==> src/hdl/rsi_pkg.sv <==
`timescale 1ns / 1ps

package rsi_pkg;

  // Configuration register map
  localparam int CFG_ADDR_W = 2;
  typedef logic [CFG_ADDR_W-1:0] cfg_addr_t;

  localparam cfg_addr_t CFG_CENTER_X  = 2'd0;
  localparam cfg_addr_t CFG_CENTER_Y  = 2'd1;
  localparam cfg_addr_t CFG_CENTER_Z  = 2'd2;
  localparam cfg_addr_t CFG_RADIUS_SQ = 2'd3;

  // Root bits resolved in each stage of the square-root pipeline
  localparam int SQRT_STEPS_PER_STAGE = 2;

endpackage

==> src/hdl/rsi_sqrt.sv <==
`timescale 1ns / 1ps

// Pipelined digit-by-digit integer square root, floor(sqrt(rad)).
// Each stage resolves SQRT_STEPS_PER_STAGE root bits; a sideband word
// travels alongside. Per-stage valid bits with bubble-collapsing enables.
module rsi_sqrt #(
  parameter int RAD_W  = 49,
  parameter int SIDE_W = 33
) (
  input  logic                      clk,
  input  logic                      rst_n,
  input  logic                      in_valid,
  output logic                      in_ready,
  input  logic [RAD_W-1:0]          in_rad,
  input  logic [SIDE_W-1:0]         in_side,
  output logic                      out_valid,
  input  logic                      out_ready,
  output logic [(RAD_W+RAD_W%2)/2-1:0] out_root,
  output logic [SIDE_W-1:0]         out_side
);

  localparam int EVEN_W = RAD_W + (RAD_W % 2);
  localparam int ROOT_W = EVEN_W / 2;
  localparam int SPS    = rsi_pkg::SQRT_STEPS_PER_STAGE;
  localparam int NSTG   = (ROOT_W + SPS - 1) / SPS;

  logic [NSTG-1:0]   vld_r;
  logic [NSTG-1:0]   vld_nxt;
  logic [NSTG-1:0]   en;

  logic [ROOT_W+1:0] rem_r   [NSTG];
  logic [ROOT_W-1:0] root_r  [NSTG];
  logic [EVEN_W-1:0] rad_r   [NSTG];
  logic [SIDE_W-1:0] side_r  [NSTG];

  logic [ROOT_W+1:0] rem_i   [NSTG+1];
  logic [ROOT_W-1:0] root_i  [NSTG+1];
  logic [EVEN_W-1:0] rad_i   [NSTG+1];
  logic [SIDE_W-1:0] side_i  [NSTG+1];

  logic [ROOT_W+1:0] rem_nxt  [NSTG];
  logic [ROOT_W-1:0] root_nxt [NSTG];
  logic [EVEN_W-1:0] rad_nxt  [NSTG];

  // Stage enables: a stage moves when empty or when the next one moves
  always_comb begin
    en[NSTG-1] = ~vld_r[NSTG-1] | out_ready;
    for (int k = NSTG - 2; k >= 0; k--) begin
      en[k] = ~vld_r[k] | en[k+1];
    end
  end

  assign vld_nxt   = {vld_r[NSTG-2:0], in_valid};
  assign in_ready  = en[0];
  assign out_valid = vld_r[NSTG-1];

  // Stage inputs: slot 0 is the new radicand, slot k+1 is stage k
  always_comb begin
    rem_i[0]  = '0;
    root_i[0] = '0;
    rad_i[0]  = EVEN_W'(in_rad);
    side_i[0] = in_side;
    for (int k = 0; k < NSTG; k++) begin
      rem_i[k+1]  = rem_r[k];
      root_i[k+1] = root_r[k];
      rad_i[k+1]  = rad_r[k];
      side_i[k+1] = side_r[k];
    end
  end

  // Restoring root steps: bring down two bits, try (root << 2) | 1
  always_comb begin
    logic [ROOT_W+1:0] rem_t;
    logic [ROOT_W-1:0] root_t;
    logic [EVEN_W-1:0] rad_t;
    logic [ROOT_W+1:0] trial;
    for (int k = 0; k < NSTG; k++) begin
      rem_t  = rem_i[k];
      root_t = root_i[k];
      rad_t  = rad_i[k];
      trial  = '0;
      for (int j = 0; j < SPS; j++) begin
        if (k * SPS + j < ROOT_W) begin
          rem_t = {rem_t[ROOT_W-1:0], rad_t[EVEN_W-1 -: 2]};
          rad_t = {rad_t[EVEN_W-3:0], 2'b00};
          trial = {root_t, 2'b01};
          if (rem_t >= trial) begin
            rem_t  = rem_t - trial;
            root_t = {root_t[ROOT_W-2:0], 1'b1};
          end else begin
            root_t = {root_t[ROOT_W-2:0], 1'b0};
          end
        end
      end
      rem_nxt[k]  = rem_t;
      root_nxt[k] = root_t;
      rad_nxt[k]  = rad_t;
    end
  end

  // Valid bits
  always_ff @(posedge clk) begin
    if (!rst_n) begin
      vld_r <= '0;
    end else begin
      for (int k = 0; k < NSTG; k++) begin
        if (en[k]) begin
          vld_r[k] <= vld_nxt[k];
        end
      end
    end
  end

  // Stage payload
  always_ff @(posedge clk) begin
    for (int k = 0; k < NSTG; k++) begin
      if (en[k]) begin
        rem_r[k]  <= rem_nxt[k];
        root_r[k] <= root_nxt[k];
        rad_r[k]  <= rad_nxt[k];
        side_r[k] <= side_i[k];
      end
    end
  end

  assign out_root = root_i[NSTG];
  assign out_side = side_i[NSTG];

endmodule

==> config.mk <==
export PLATFORM = sky130hd
export DESIGN_NAME = rsi_sqrt
export DESIGN_NICKNAME = d
export VERILOG_FILES = /design/src/hdl/rsi_pkg.sv /design/src/hdl/rsi_sqrt.sv
export SDC_FILE = /design/constraint.sdc
export NUM_CORES = 2
export LEC_CHECK = 0
export BUFFER_PORTS_ARGS = -buffer_cell sky130_fd_sc_hd__buf_2
export CORE_ASPECT_RATIO = 1.2
export CORE_MARGIN = 1
export CORE_UTILIZATION = 45
export DETAILED_ROUTE_END_ITERATION = 7
export GPL_ROUTABILITY_DRIVEN = 1
export PLACE_DENSITY_LB_ADDON = 0.1
export SYNTH_ARGS = -nofsm -noshare
export SYNTH_HDL_FRONTEND = slang
export SYNTH_SLANG_ARGS = --single-unit
==> constraint.sdc <==
create_clock -name clk -period 10.95 [get_ports clk]
set_input_delay 0.5475 -clock clk [delete_from_list [all_inputs] [get_ports clk]]
set_output_delay 0.5475 -clock clk [all_outputs]
set_load 0.1 [all_outputs]
# After elaboration in Yosys (flattened, before gate mapping)
# Memory sizes are Yosys's and may differ from the RTL's.
# Cells that the tools add are included.
# word_totals
ram_bits	1729
register_bits	13
elab_cells	169
memories	4
# memory_table
memory	words	word_bits	read_ports	rd_ports_with_merged_regs	wr	line	source
rad_r	13	48	12	0	13	rsi_sqrt.sv:33	logic [EVEN_W-1:0] rad_r [NSTG];
side_r	13	33	13	0	13	rsi_sqrt.sv:34	logic [SIDE_W-1:0] side_r [NSTG];
rem_r	13	27	12	0	13	rsi_sqrt.sv:31	logic [ROOT_W+1:0] rem_r [NSTG];
root_r	13	25	13	0	13	rsi_sqrt.sv:32	logic [ROOT_W-1:0] root_r [NSTG];
# classes
add_sub_neg	25
n_bitwise	26
mux	76
order_cmp	25
# ops
cell	n
$ge A27 B27 Y1	23
$mux W27	13
$sub A27 B27 Y27	12
$mux W25	12
$sub A25 B25 Y25	11
$mux W1	51
$ge A27 B3 Y1	1
$sub A27 B3 Y27	1
$not A1 Y1	13
$or A1 B1 Y1	13
$sub A1 B1 Y2 const B	1
$ge A1 B1 Y1 const B	1

# Longest topological paths before layout
# depth
word_depth	16
depth_mapped	27
depth_no_buf	24

# Worst setup path after synthesis
# No wires, ideal clock.
# synth_timing
kind	register to register
from	register vld_r[12]
to	memory rad_r[0][10] in the netlist's numbering (enable)
stages_incl_launch_ff	9
required_ps	9606
n_path_buf	0
setup_time_ps	1344
slack_ps	3780
arrival_ps	5826
cell_sequence	dfxtp_1 nor2b_1 inv_1 nor2_1 and2_1 and3_1 and3_1 and2_1 nand3_1
# synth_rtl
element	line	source
start, declared	rsi_sqrt.sv:27	logic [NSTG-1:0] vld_r;
start signal, assigned by index	rsi_sqrt.sv:108	vld_r[k] <= vld_nxt[k];
end, declared	rsi_sqrt.sv:33	

==> run summary <==
Placed Cells incl. Taps: 6967
Pins over their slew limit: 0
Final wirelength: 146000 um
Filler Cell Count: 12034
Post-CTS setup repair buffer count: 0
FP Rows: 148
Area after DPL: 0.0639 mm2
Vias in the first global route: 39579
WP data required: 11400 ps
GR Util met3: 2.35%
RD Place Congestion: 0.898
Area contributors post-synth: edfxtp_1, ha_1, xnor2_1
Vert. Die Dim: 407 um
Syn Std Cell Area: 0.0616 mm2
Final setup fails: 0
Seq/Total Area, Yosys: 57.8%
Final Hold Slack: 61.3 ps
Synth unique cells: 107
Outcome: completed
Via count: 39716
Crit-path leading delay family: simple AND/OR/NAND/NOR gates
DIE AREA: 0.138 mm2
Final antenna-violating net count: 0
Die width: 340 um
F_max: 141 MHz
Mapped Avg Cell Area: 11.9 um2
Detailed Routing Iterations Pass 1: 6
First-pass GRT wire length: 226000 um
Post-Syn Nets: 5593
Critical Path Start Type: flop
Initial detailed-routing violation count: 2506
Max VDD drop: 0.153 mV
CTS tree: done
Cell leakage power: 0.0282 uW
Skew-Pair Late Insertion Delay: 780 ps
Post-layout minimum cycle time: 7080 ps
Max-cap check violation count: 0
Worst-path maximum fanout: 34
Area leader, netlist: edfxtp_1
Largest stage delay, worst path: 820 ps
Core area: 0.136 mm2
Residual DRC: 0
Met1 GRT Util: 25.4%
Max_slew headroom: 28.4%
Synth top area share: 57.4%
Top Usage Layer GRT: met2
M2 GR Usage: 37.6%
Fin area: 0.0688 mm2
Total CTS buffers: 119
Most frequent cells in the layout: edfxtp_1, nor2_1, a21oi_1, nand2_1, ha_1
Dpl hpwl: 109000 um
CTS Buffer Depth: 3
Commonest non-fill, non-tap cell in the layout: edfxtp_1
Setup_tns: 0 ps
Vias per cell: 5.46
CP endpoint kind: flop
#FFs+latches synth: 1191
Unrepaired setup endpoints after global routing: false
WL/cell: 20.0 um
Most frequent CP cell: nand2_1
Non-filler cells, final: 7269
Slowest CP cell: clkinv_1
Max Clock Skew: 77.7 ps
Reg clk slew, reported paths: 60 ps
Num ports: 146
Area grow syn2layout: 11.7%
Initial Util: 45.4%
Critical path type: reg2reg
EDFF count, synth: 1178
Min-Delay Path Class: in2reg
Initial antenna violation count: 4
P per Cell Area: 235 mW/mm2
Period utilization: 64.6%
Measured slew at the worst slew-check pin: 1070 ps
YS warnings: 0
Htree depth: 3
Buf+Inv Stages, Crit Path: 3
Fin util: 50.7%
Crit path cell chain: inv_1, ha_1, nand2_1, nor4_1, nand3_1, nand2_1, clkinv_1, nand2_1, nand2_1, ha_1, a21o_1, a211oi_1, nand2_1, a211oi_1, o21ai_0, or2_2, or4_1, buf_4, and2_1, nand4_1, xnor2_1
CP arrival: 7530 ps
Largest net degree at the start of global routing: 77
CTS root buf: clkbuf_16
FFs w/ async S/R, synth: 0%
Total grt overflow: 0
I/O Buffers: 145
Hold Fails Final Rpt: 0
Mapped Cells: 5161
Share of post-route cells with drive strength above 1: 9.75%
Layout Nets: 5796
Synth Flop Type: edfxtp_1
GRT Total Usage: 21.0%
Clk sinks: 1191
==> synth_stat cells, drive strengths merged, types with 16 or more instances <==
master	count
nor4	64
nor2b	58
and2	20
edfxtp	1178
xor2	152
o21bai	34
nand4	62
and3	40
or4	19
xnor2	245
nand3	102
nand2	355
a21oi	377
nand2b	72
nand4b	16
buf	90
mux2i	19
clkbuf	77
or2	40
a21boi	16
a31o	18
a21o	165
a211oi	40
ha	346
mux2	48
o211ai	23
nor3	108
o31ai	44
a31oi	33
or3	44
a2111oi	18
o21ai	252
inv	307
o21a	61
nor2	380
==> metrics by stage <==
| stage | power, uW | setup WS [ps] |
|---|---|---|
| floorplan | 10600 | 3780 |
| global placement | 12000 | 4080 |
| detailed placement | 12000 | 3920 |
| CTS | 16300 | 3900 |
| global route | 17200 | 3450 |
| finish | 16200 | 3870 |
==> state kept, by name (all words and copies together), names as in the netlist <==
register and flops:
side_r 429, rad_r 288, rem_r 280, root_r 181, vld_r 13
==> repair_timing <==
item | 4_1_cts | 5_1_grt
resized for setup | 0 | 0
hold buffers | 76 | 0
hold endpoints to repair | 76 | 0
==> layer usage <==
| metal | part of all wire, % | routed length, um |
|---|---|---|
| met5 | 0 | 0 |
| met4 | 4.1 | 5920 |
| met3 | 3.3 | 4860 |
| met2 | 51 | 74000 |
| met1 | 42 | 60900 |
==> worst paths after layout <==
kind	startpoint	end	slack, ps	cells past startpoint
max	root_r[0][184]	rem_r[2][21]	3870	21
min	in_rad[14]	rad_r[0][16]	60	1
max reg2reg	root_r[0][184]	rem_r[2][21]	3870	21
min reg2reg	side_r[0][259]	side_r[1][28]	370	0
==> power breakdown <==
part	total [uW]	internal (uW)	switching (uW)
clock	4240	2440	1800
combinational	5520	2220	3300
sequential	6440	5910	530
total	16200	10600	5640
==> logic make-up after synthesis <==
group                      after synthesis  synth area share [%]
muxes                                   67                  1.19
AOI/OAI and AO/OA                     1230                  12.9
adders and majority gates              346                  7.03
and+or+nand+nor                       1453                  12.0
DFF                                   1191                  57.8
buffers and inverters                  477                  3.38
xor gates and xnor gates               397                  5.67
==> layout make-up <==
| type | instances | area (um2) | share of cell area (%) |
|---|---|---|---|
| clock buffer | 137 | 3070 | 4.45 |
| tap | 1800 | 2250 | 3.27 |
| antenna | 1 | 2.50 | 0.00364 |
| sequential | 1191 | 35600 | 51.8 |
| timing repair buffer | 249 | 1700 | 2.46 |
| clock inverter | 88 | 1060 | 1.54 |
| inverter | 310 | 1180 | 1.71 |
| multi-input combinational | 3493 | 23900 | 34.8 |
No activity file was read; power rests on OpenSTA's default activity.
